`config.mk`:
```
export PLATFORM = sky130hd
export DESIGN_NAME = wav_chunk_stream_parser_unit
export DESIGN_NICKNAME = d
export VERILOG_FILES = /design/src/wcsp_pkg.sv /design/src/wav_chunk_stream_parser_unit.sv
export SDC_FILE = /design/constraint.sdc
export NUM_CORES = 1
export LEC_CHECK = 0
export ABC_AREA = 1
export BUFFER_PORTS_ARGS = -buffer_cell sky130_fd_sc_hd__buf_4
export CAP_MARGIN = 5
export CORE_UTILIZATION = 45
export CTS_CLUSTER_DIAMETER = 40
export DETAILED_ROUTE_END_ITERATION = 10
export PLACE_DENSITY = 0.69
export SLEW_MARGIN = 10
export SYNTH_ARGS = -nofsm -noshare
export SYNTH_HDL_FRONTEND = slang
export SYNTH_SLANG_ARGS = --single-unit
```
`constraint.sdc`:
```
create_clock -name aclk -period 6.9 [get_ports aclk]
set_input_delay 0 -clock aclk [delete_from_list [all_inputs] [get_ports aclk]]
set_output_delay 0 -clock aclk [all_outputs]
set_load 0.005 [all_outputs]
```
`src/wcsp_pkg.sv`:
```
`default_nettype none

package wcsp_pkg;

    localparam logic [31:0] EXPECTED_RATE_RESET = 32'd48000;

    localparam logic [31:0] TAG_RIFF = 32'h4646_4952;
    localparam logic [31:0] TAG_WAVE = 32'h4556_4157;
    localparam logic [31:0] TAG_FMT  = 32'h2074_6D66;
    localparam logic [31:0] TAG_DATA = 32'h6174_6164;

    localparam logic [15:0] FORMAT_PCM   = 16'd1;
    localparam logic [15:0] FORMAT_FLOAT = 16'd3;
    localparam logic [15:0] BITS_PCM     = 16'd16;
    localparam logic [15:0] BITS_FLOAT   = 16'd32;
    localparam logic [32:0] FMT_BODY_LEN = 33'd16;

    localparam logic [2:0] STATUS_BUSY        = 3'd0;
    localparam logic [2:0] STATUS_OK          = 3'd1;
    localparam logic [2:0] STATUS_NOT_RIFF    = 3'd2;
    localparam logic [2:0] STATUS_NOT_WAVE    = 3'd3;
    localparam logic [2:0] STATUS_UNSUPPORTED = 3'd4;
    localparam logic [2:0] STATUS_INCOMPLETE  = 3'd5;

    typedef struct packed {
        logic [7:0] byte_in;
        logic       end_of_file;
    } in_t;

    typedef struct packed {
        logic [7:0]  payload_byte;
        logic        payload_valid;
        logic        payload_first;
        logic [2:0]  parse_status;
        logic [15:0] wave_format;
        logic [15:0] channel_count;
        logic [31:0] file_sample_rate;
        logic [15:0] sample_bits;
        logic        rate_mismatch;
    } out_t;

endpackage

`default_nettype wire

```
`src/wav_chunk_stream_parser_unit.sv`:
```
`default_nettype none

// Channel   Ports                       Moves
// input     s_valid s_ready s_item      one file byte per transfer, end_of_file on last
// result    m_valid m_ready m_item      one result per input byte
//
// One input transfer per cycle; the result shows in m_item the cycle after
// its input transfer. The output register frees s_ready whenever it is empty
// or being taken, so a stalled result holds only the input side.
// aresetn (synchronous, active low) restores the RIFF tag phase and the
// 48000 Hz expected rate; parsing stops until reset once a status is set.

module wav_chunk_stream_parser_unit (
    input  wire logic          aclk,
    input  wire logic          aresetn,
    input  wire logic          s_valid,
    output logic               s_ready,
    input  wire wcsp_pkg::in_t s_item,
    output logic               m_valid,
    input  wire logic          m_ready,
    output wcsp_pkg::out_t     m_item,
    input  wire logic          cfg_we,
    input  wire logic [31:0]   cfg_wdata
);

    typedef enum logic [3:0] {
        PH_RIFF,
        PH_RSIZE,
        PH_WAVE,
        PH_CID,
        PH_CSIZE,
        PH_FMT,
        PH_SKIP,
        PH_DATA,
        PH_DONE
    } phase_t;

    localparam logic [1:0] KIND_OTHER = 2'd0;
    localparam logic [1:0] KIND_FMT   = 2'd1;
    localparam logic [1:0] KIND_DATA  = 2'd2;

    phase_t         phase_reg, phase_next;
    logic [32:0]    left_reg, left_next;
    logic [31:0]    shift_reg, shift_next;
    logic [1:0]     kind_reg, kind_next;
    logic [31:0]    size_reg, size_next;
    logic [15:0]    format_reg, format_next;
    logic [15:0]    chans_reg, chans_next;
    logic [31:0]    rate_reg, rate_next;
    logic [15:0]    bits_reg, bits_next;
    logic           seen_reg, seen_next;
    logic [2:0]     status_reg, status_next;
    logic [31:0]    exp_rate_reg;
    logic           m_valid_reg;
    wcsp_pkg::out_t out_reg, out_next;

    logic        accept;
    logic [32:0] left_cur;
    logic [32:0] left_dec;
    logic        last;
    logic        do_skip;
    logic        do_finish;
    logic [32:0] skip_len;
    logic [32:0] fmt_extra;

    assign s_ready = !m_valid_reg || m_ready;
    assign accept  = s_valid && s_ready;
    assign m_valid = m_valid_reg;
    assign m_item  = out_reg;

    always_comb begin
        phase_next  = phase_reg;
        left_next   = left_reg;
        shift_next  = shift_reg;
        kind_next   = kind_reg;
        size_next   = size_reg;
        format_next = format_reg;
        chans_next  = chans_reg;
        rate_next   = rate_reg;
        bits_next   = bits_reg;
        seen_next   = seen_reg;
        status_next = status_reg;
        do_skip     = 1'b0;
        do_finish   = 1'b0;
        skip_len    = '0;
        fmt_extra   = '0;
        left_cur    = (left_reg == '0) ? 33'd4 : left_reg;
        left_dec    = left_cur - 33'd1;
        last        = (left_dec == '0);

        out_next = '0;

        if (phase_reg != PH_DONE) begin
            shift_next = {s_item.byte_in, shift_reg[31:8]};
            left_next  = left_dec;
            case (phase_reg)
                PH_RIFF: begin
                    if (last) begin
                        if (shift_next != wcsp_pkg::TAG_RIFF) begin
                            status_next = wcsp_pkg::STATUS_NOT_RIFF;
                            phase_next  = PH_DONE;
                        end else begin
                            phase_next = PH_RSIZE;
                            left_next  = 33'd4;
                        end
                    end
                end
                PH_RSIZE: begin
                    if (last) begin
                        phase_next = PH_WAVE;
                        left_next  = 33'd4;
                    end
                end
                PH_WAVE: begin
                    if (last) begin
                        if (shift_next != wcsp_pkg::TAG_WAVE) begin
                            status_next = wcsp_pkg::STATUS_NOT_WAVE;
                            phase_next  = PH_DONE;
                        end else begin
                            phase_next = PH_CID;
                            left_next  = 33'd4;
                        end
                    end
                end
                PH_CID: begin
                    if (last) begin
                        if (shift_next == wcsp_pkg::TAG_FMT) begin
                            kind_next = KIND_FMT;
                        end else if (shift_next == wcsp_pkg::TAG_DATA) begin
                            kind_next = KIND_DATA;
                        end else begin
                            kind_next = KIND_OTHER;
                        end
                        phase_next = PH_CSIZE;
                        left_next  = 33'd4;
                    end
                end
                PH_CSIZE: begin
                    if (last) begin
                        size_next = shift_next;
                        if (kind_reg == KIND_FMT) begin
                            phase_next = PH_FMT;
                            left_next  = wcsp_pkg::FMT_BODY_LEN;
                        end else if (kind_reg == KIND_DATA) begin
                            seen_next = (shift_next != '0);
                            if (shift_next == '0) begin
                                do_finish = 1'b1;
                            end else begin
                                phase_next = PH_DATA;
                                left_next  = {1'b0, shift_next};
                            end
                        end else begin
                            do_skip  = 1'b1;
                            skip_len = {1'b0, shift_next} + {32'd0, shift_next[0]};
                        end
                    end
                end
                PH_FMT: begin
                    // byte position in the 16-byte body is 16 - bytes left
                    if (left_cur == 33'd15) begin
                        format_next = shift_next[31:16];
                    end else if (left_cur == 33'd13) begin
                        chans_next = shift_next[31:16];
                    end else if (left_cur == 33'd9) begin
                        rate_next = shift_next;
                    end else if (left_cur == 33'd1) begin
                        bits_next = shift_next[31:16];
                    end
                    if (last) begin
                        if ({1'b0, size_reg} > wcsp_pkg::FMT_BODY_LEN) begin
                            fmt_extra = {1'b0, size_reg} - wcsp_pkg::FMT_BODY_LEN;
                        end
                        do_skip  = 1'b1;
                        skip_len = fmt_extra + {32'd0, size_reg[0]};
                    end
                end
                PH_DATA: begin
                    out_next.payload_valid = 1'b1;
                    out_next.payload_byte  = s_item.byte_in;
                    out_next.payload_first = (left_cur == {1'b0, size_reg});
                    if (last) begin
                        if (format_reg != '0 && seen_reg) begin
                            do_finish = 1'b1;
                        end else begin
                            do_skip  = 1'b1;
                            skip_len = {32'd0, size_reg[0]};
                        end
                    end
                end
                default: begin
                    if (last) begin
                        do_finish = 1'b1;
                    end
                end
            endcase

            if (do_skip) begin
                if (skip_len == '0) begin
                    do_finish = 1'b1;
                end else begin
                    phase_next = PH_SKIP;
                    left_next  = skip_len;
                end
            end

            if (do_finish) begin
                if (format_next != '0 && seen_next) begin
                    if (((format_next == wcsp_pkg::FORMAT_PCM &&
                          bits_next == wcsp_pkg::BITS_PCM) ||
                         (format_next == wcsp_pkg::FORMAT_FLOAT &&
                          bits_next == wcsp_pkg::BITS_FLOAT)) &&
                        chans_next != '0) begin
                        status_next = wcsp_pkg::STATUS_OK;
                    end else begin
                        status_next = wcsp_pkg::STATUS_UNSUPPORTED;
                    end
                    phase_next = PH_DONE;
                end else begin
                    phase_next = PH_CID;
                    left_next  = 33'd4;
                end
            end

            if (s_item.end_of_file && status_next == wcsp_pkg::STATUS_BUSY) begin
                status_next = wcsp_pkg::STATUS_INCOMPLETE;
                phase_next  = PH_DONE;
            end
        end

        out_next.parse_status     = status_next;
        out_next.wave_format      = format_next;
        out_next.channel_count    = chans_next;
        out_next.file_sample_rate = rate_next;
        out_next.sample_bits      = bits_next;
        out_next.rate_mismatch    = (status_next == wcsp_pkg::STATUS_OK) &&
                                    (rate_next != exp_rate_reg);
    end

    always_ff @(posedge aclk) begin
        if (!aresetn) begin
            phase_reg    <= PH_RIFF;
            left_reg     <= 33'd4;
            shift_reg    <= '0;
            kind_reg     <= KIND_OTHER;
            size_reg     <= '0;
            format_reg   <= '0;
            chans_reg    <= '0;
            rate_reg     <= '0;
            bits_reg     <= '0;
            seen_reg     <= 1'b0;
            status_reg   <= wcsp_pkg::STATUS_BUSY;
            exp_rate_reg <= wcsp_pkg::EXPECTED_RATE_RESET;
            m_valid_reg  <= 1'b0;
        end else begin
            if (cfg_we) begin
                exp_rate_reg <= cfg_wdata;
            end
            if (accept) begin
                phase_reg   <= phase_next;
                left_reg    <= left_next;
                shift_reg   <= shift_next;
                kind_reg    <= kind_next;
                size_reg    <= size_next;
                format_reg  <= format_next;
                chans_reg   <= chans_next;
                rate_reg    <= rate_next;
                bits_reg    <= bits_next;
                seen_reg    <= seen_next;
                status_reg  <= status_next;
                out_reg     <= out_next;
                m_valid_reg <= 1'b1;
            end else if (m_ready) begin
                m_valid_reg <= 1'b0;
            end
        end
    end

endmodule

`default_nettype wire

```
* Word-level counts from Yosys, hierarchy flattened
Cells that the tools add are included.
** Word-level totals
- Output and inout port bits :: 96
- Word-level logic and storage cells :: 183
- Register bits after elaboration :: 314
** Operators by class
- Eq/ne operators :: 24
- $add $sub $neg :: 4
- Order comparisons :: 1
- Reduce and logical (&&, ||, !) cells :: 29
- Mux-type cells :: 103
** Operators with widths (count)
- 33-bit two-way mux :: 23
- 16-bit two-way mux :: 16
- 32-bit two-way mux :: 5
- 33-bit one-hot mux with 4 select lines :: 1
- 33-bit by 4-bit == test with 1-bit output (second input constant) :: 3
- 33-bit zero test :: 3
- 33-bit one-hot mux with 3 select lines :: 1
- 32-bit by 31-bit inequality test with 1-bit output (second input constant) :: 2
- 4-bit two-way mux :: 15
- 16-bit nonzero test :: 3
- 32-bit by 1-bit adder with 33-bit output :: 1
- 33-bit by 1-bit adder with 33-bit output :: 1
- 33-bit by 1-bit == test with 1-bit output (second input constant) :: 1
- 33-bit by 32-bit == test with 1-bit output :: 1
- 32-bit by 5-bit subtractor with 33-bit output (second input constant) :: 1
- 33-bit by 1-bit subtractor with 33-bit output (second input constant) :: 1
- 32-bit by 30-bit == test with 1-bit output (second input constant) :: 1
- 32-bit by 31-bit == test with 1-bit output (second input constant) :: 1
- 32-bit by 5-bit > comparator with 1-bit output (second input constant) :: 1
- 32-bit zero test :: 1
- 32-bit inequality test :: 1
- 32-bit nonzero test :: 1
- 3-bit two-way mux :: 10
- 1-bit two-way mux :: 25
- 25 further kinds :: 42

* Logic depth before layout (Yosys ltp)
- Word-level depth :: 23
- Depth in mapped cells :: 37

* Worst setup path before layout
No wires, ideal clock.
- Path type :: register -> register
- From :: reg m_valid_reg (netlist: m_valid)
- To :: reg out_reg, in the netlist m_item[0] (enable)
- Stages on the path, launching flop included :: 6
- Arrival :: 4.828 ns
- Data required time :: 6.352 ns
- Setup slack :: 1.524 ns
- Buffers on the path :: 2
- Library setup time :: 0.548 ns
- Clock period less this slack :: 5.376 ns
- Path through :: dfxtp_1 nand2_1 nand2_1 clkbuf_1 clkbuf_1 nor2_1
** On the way
- Cells in the longest elaborated chain, start to end :: 4
** RTL lines
- from (decl) :: RTL line wav_chunk_stream_parser_unit.sv:54 : logic m_valid_reg;
- from (signal assigned) :: RTL line wav_chunk_stream_parser_unit.sv:253 : m_valid_reg <= 1'b0;
- from (signal assigned) :: RTL line wav_chunk_stream_parser_unit.sv:271 : m_valid_reg <= 1'b1;
- from (signal assigned) :: RTL line wav_chunk_stream_parser_unit.sv:273 : m_valid_reg <= 1'b0;
- 1-bit zero test :: RTL line wav_chunk_stream_parser_unit.sv:66 : assign s_ready = !m_valid_reg || m_ready;
- 1-bit logical OR :: RTL line wav_chunk_stream_parser_unit.sv:66
- named net s_ready :: RTL line wav_chunk_stream_parser_unit.sv:17 : output logic s_ready,
- 1-bit logical AND :: RTL line wav_chunk_stream_parser_unit.sv:67 : assign accept = s_valid && s_ready;
- 2-bit AND reduction (no line)
- to (signal assigned) :: RTL line wav_chunk_stream_parser_unit.sv:270 : out_reg <= out_next;
- to (decl) :: RTL line wav_chunk_stream_parser_unit.sv:55 : wcsp_pkg::out_t out_reg, out_next;
The timed path passes the listed nets, and every way through them passes these cells.
A chain may end at the register's enable or synchronous reset.

* Worst setup path after layout
- From :: reg size_reg[27]
- To :: reg left_reg[14]
** On the way
- Cells in the longest elaborated chain, start to end :: 14
** RTL lines
- from (decl) :: RTL line wav_chunk_stream_parser_unit.sv:46 : logic [31:0] size_reg, size_next;
- from (signal assigned) :: RTL line wav_chunk_stream_parser_unit.sv:263 : size_reg <= size_next;
- 32-bit by 5-bit subtractor with 33-bit output or 32-bit by 5-bit > comparator with 1-bit output (tied branches) :: RTL line wav_chunk_stream_parser_unit.sv:171, wav_chunk_stream_parser_unit.sv:170
- 33-bit two-way mux * :: RTL line wav_chunk_stream_parser_unit.sv:170 : if ({1'b0, size_reg} > wcsp_pkg::FMT_BODY_LEN) begin
- 33-bit two-way mux * :: RTL line wav_chunk_stream_parser_unit.sv:169 : if (last) begin
- 33-bit two-way mux * :: RTL line wav_chunk_stream_parser_unit.sv:96 : case (phase_reg)
- 33-bit two-way mux * :: RTL line wav_chunk_stream_parser_unit.sv:93 : if (phase_reg != PH_DONE) begin
- 33-bit by 1-bit adder with 33-bit output * :: RTL line wav_chunk_stream_parser_unit.sv:174 : skip_len = fmt_extra + {32'd0, size_reg[0]};
- 33-bit two-way mux * :: RTL line wav_chunk_stream_parser_unit.sv:169
- 33-bit one-hot mux with 3 select lines * :: RTL line wav_chunk_stream_parser_unit.sv:96
- 33-bit two-way mux * :: RTL line wav_chunk_stream_parser_unit.sv:93
- 33-bit zero test :: RTL line wav_chunk_stream_parser_unit.sv:198 : if (skip_len == '0) begin
- 33-bit two-way mux or 1-bit two-way mux (tied branches) :: RTL line wav_chunk_stream_parser_unit.sv:198
- 33-bit two-way mux or 1-bit two-way mux (tied branches) :: RTL line wav_chunk_stream_parser_unit.sv:197 : if (do_skip) begin
- 33-bit two-way mux or 1-bit two-way mux (tied branches) :: RTL line wav_chunk_stream_parser_unit.sv:207, wav_chunk_stream_parser_unit.sv:93
- 33-bit two-way mux * :: RTL line wav_chunk_stream_parser_unit.sv:206 : if (do_finish) begin
- to (signal assigned) :: RTL line wav_chunk_stream_parser_unit.sv:260 : left_reg <= left_next;
- to (decl) :: RTL line wav_chunk_stream_parser_unit.sv:43 : logic [32:0] left_reg, left_next;
Every way passes the cells marked *; elsewhere a longest branch is shown, timed or not. The select of a mux whose other input is x is not followed.

==> results.sh <==
export IMPL_status="finished clean"
export IMPL_met2WireLength_mm=37.48
export IMPL_fin_area_um2=23580
export IMPL_synth_distinct_cells=62
export IMPL_cts_buffers=52
export IMPL_final_cells=3719
export IMPL_cp_slowest_stage_delay_ns=0.52
export IMPL_wire_per_inst_um=23.19
export IMPL_critPathLaunch="size_reg[27]"
export IMPL_dp_cells=3537
export IMPL_whs_ns=0.3470
export IMPL_clkSinkCount=306
export IMPL_ys_seq_area_share_pct=36.08
export IMPL_cp_required_ns=7.35
export IMPL_rrSetupSlack_ns=1.38
export IMPL_ir_drop_mv=0.2463
export IMPL_drive_gt1_share_pct=11.43
export IMPL_grt_pass1_vias=19990
export IMPL_cp_num_cells=30
export IMPL_criticalPathCategory="register to register"
export IMPL_grt_antenna_before_repair=1
export IMPL_die_w_um=210.6
export IMPL_final_cell_mix="nand2_1, nor2_1, inv_1, o21ai_0, dfxtp_1"
export IMPL_start_util_pct=45.56
export IMPL_drt_pass1_iter_count=6
export IMPL_synth_ff_type="dfxtp_1"
export IMPL_p_leak_nw=11.12
export IMPL_core_area_um2=42980
export IMPL_cp_max_fo=24
export IMPL_fin_nets=3146
export IMPL_wl_met3_mm=8.811
export IMPL_yosys_warnings=0
export IMPL_reg2reg_depth=30
export IMPL_final_setup_tns_ns=0
export IMPL_synthesis_instances=2924
export IMPL_finalCritPeriodShare_pct=79.94
export IMPL_syn_to_final_growth_pct=20.41
export IMPL_fill_cells=4103
export IMPL_dieArea_um2=44360
export IMPL_endpoint="left_reg[14]"
export IMPL_power_density_nw_per_um2=257.9
export IMPL_multi_input_comb_area_um2=10430
export IMPL_final_hold_violation_count=0
export IMPL_syn_nets=2982
export IMPL_slew_viol_final=0
export IMPL_rsz0062_at_grt="no"
export IMPL_path_clk_slew_ns=0.05
export IMPL_seq_area_um2=7067
export IMPL_maxCapViolCount=0
export IMPL_cts_tree="built"
export IMPL_globalRoute_totalOverflow=0
export IMPL_tightestPinTransition_ns=1.219
export IMPL_num_rows=76
export IMPL_crit_arrival_ns=5.96
export IMPL_synth_area_leaders="dfxtp_1, edfxtp_1, nand2_1"
export IMPL_ys_ff_latch=306
export IMPL_synth_edf_count=94
export IMPL_largest_register_ffs=94
export IMPL_r2r_end="left_reg[14]"
export IMPL_yosysTopAreaCell="dfxtp_1"
export IMPL_top_layer_used="met4"
export IMPL_post_route_min_period_ns=5.516
export IMPL_critPathTopFamily="simple AND/OR/NAND/NOR gates"
export IMPL_drtIter0Drc=2540
export IMPL_via_per_inst=5.829
export IMPL_max_freq_mhz=181.3
export IMPL_cp_end_kind="register"
export IMPL_port_buffers=141
export IMPL_syn_area_um2=19580
export IMPL_path_buf_inv=4
export IMPL_grt_usage_pct=38.46
export IMPL_hp_class="input port to register"
export IMPL_ios=142
export IMPL_ant_nets=0
export IMPL_drc=0
export IMPL_rr_startpoint="size_reg[27]"
export IMPL_finalSetupViolations=0
export IMPL_dp_hpwl_mm=63.51
export IMPL_vias=21680
export IMPL_cp_slowest_cell="dfxtp_1"
export IMPL_synth_top_area_share_pct=21.67
export IMPL_ctsRootBufferMaster="clkbuf_16"
export IMPL_drt_met1_wl_mm=35.86
export IMPL_synth_avg_cell_area_um2=6.698
export IMPL_clk_latency_ns=0.63
export IMPL_routabilityCongestion=1.062
export IMPL_routed_wl_mm=86.26
export IMPL_max_slew_margin_pct=18.48
export IMPL_async_flop_share_pct=0
export IMPL_finalPower_mw=6.080
export IMPL_grt_pass1_wl_mm=127.3
export IMPL_clockBufferDepth=3
export IMPL_cp_start_kind="register"
export IMPL_post_cts_buffers=0
export IMPL_finalClockSkew_ns=0.03192
export IMPL_cts_max_level=2
export IMPL_dpl_instance_area_um2=20960
export IMPL_dieHeight_um=210.6
export IMPL_layout_commonest_cell="nand2_1"
export IMPL_grt_start_max_net_pins=130
==> power by group <==
part | switching, mW | internal, mW | total, mW | leakage, nW
clock | 1.06 | 1.60 | 2.66 | 0.873
combinational | 0.932 | 0.396 | 1.33 | 7.60
sequential | 0.113 | 1.98 | 2.09 | 2.64
==> Yosys cell counts, types with 31 or more instances <==
master    instances
edfxtp_1         94
nand2_1         543
nor2_1          471
o21ai_0         264
clkbuf_1        103
nor3_1           53
xor2_1           79
nand4_1          97
dfxtp_1         212
a21oi_1         143
a211oi_1         35
nand3_1         148
inv_1           368
nor4_1           31
==> worst reg2reg max path: cells and delay by family, from the launching register on <==
family	cells	cell delay (ns)
and+or+nand+nor	23	3.73
AOI/OAI and AO/OA	2	0.39
adders and majority gates	1	0.21
DFF	1	0.52
buffers and inverters	4	0.50
==> kinds of logic (layout without fill, tap and decap cells) <==
logic type	count (synthesis)	count (layout)	share of synthesized area [%]
fa+ha+maj	12	12	0.7667
buf+inv	535	743	10.78
xor+xnor	102	102	4.600
flops	306	306	36.08
compound gates	544	544	15.40
simple gates	1425	1425	32.37
other cells	0	2	0
==> per-stage QoR <==
stage / setup WS [ns] / util [%]
after floorplan: 1.524 / -
after global placement: 1.525 / 48.75
after detailed placement: 1.549 / 48.75
after CTS: 1.535 / 54.85
after global routing: 1.057 / 54.86
final: 1.384 / 54.86
==> layout make-up <==
class | instances | area share (%)
repair buffers | 245 | 8.670
clock inverters | 40 | 1.974
diodes | 2 | 0.02122
multi-input cells | 2083 | 44.23
flip-flops and latches | 306 | 29.97
well taps | 585 | 3.104
inverters | 400 | 6.373
clock buffers | 58 | 5.656
==> what timing repair did <==
item	4_1_cts	5_1_grt
endpoints found under the hold margin	90	0
hold buffers	82	0
resized for setup	0	0
==> worst min path at each step <==
| stage | start | end | slack [ns] | cells after the start |
|---|---|---|---|---|
| 6_report | aresetn | left_reg[2] | 0.35 | 3 |
| 3_3_place_gp | cfg_wdata[7] | exp_rate_reg[7] | 0.21 | 3 |
| 4_1_cts | aresetn | left_reg[2] | 0.32 | 3 |
| 5_1_grt | aresetn | left_reg[2] | 0.35 | 3 |
| 3_5_place_dp | cfg_wdata[13] | exp_rate_reg[13] | 0.22 | 3 |
| 2_1_floorplan | m_ready | s_ready | 0.10 | 2 |
==> layer usage <==
layer  vias to the layer above  global-route usage [%]
li1                       9985                       -
met1                     10260                   52.12
met2                      1196                   58.54
met3                       237                   8.549
met4                         0                   17.02
met5                         -                       0
No activity file was read; power rests on OpenSTA's default activity.
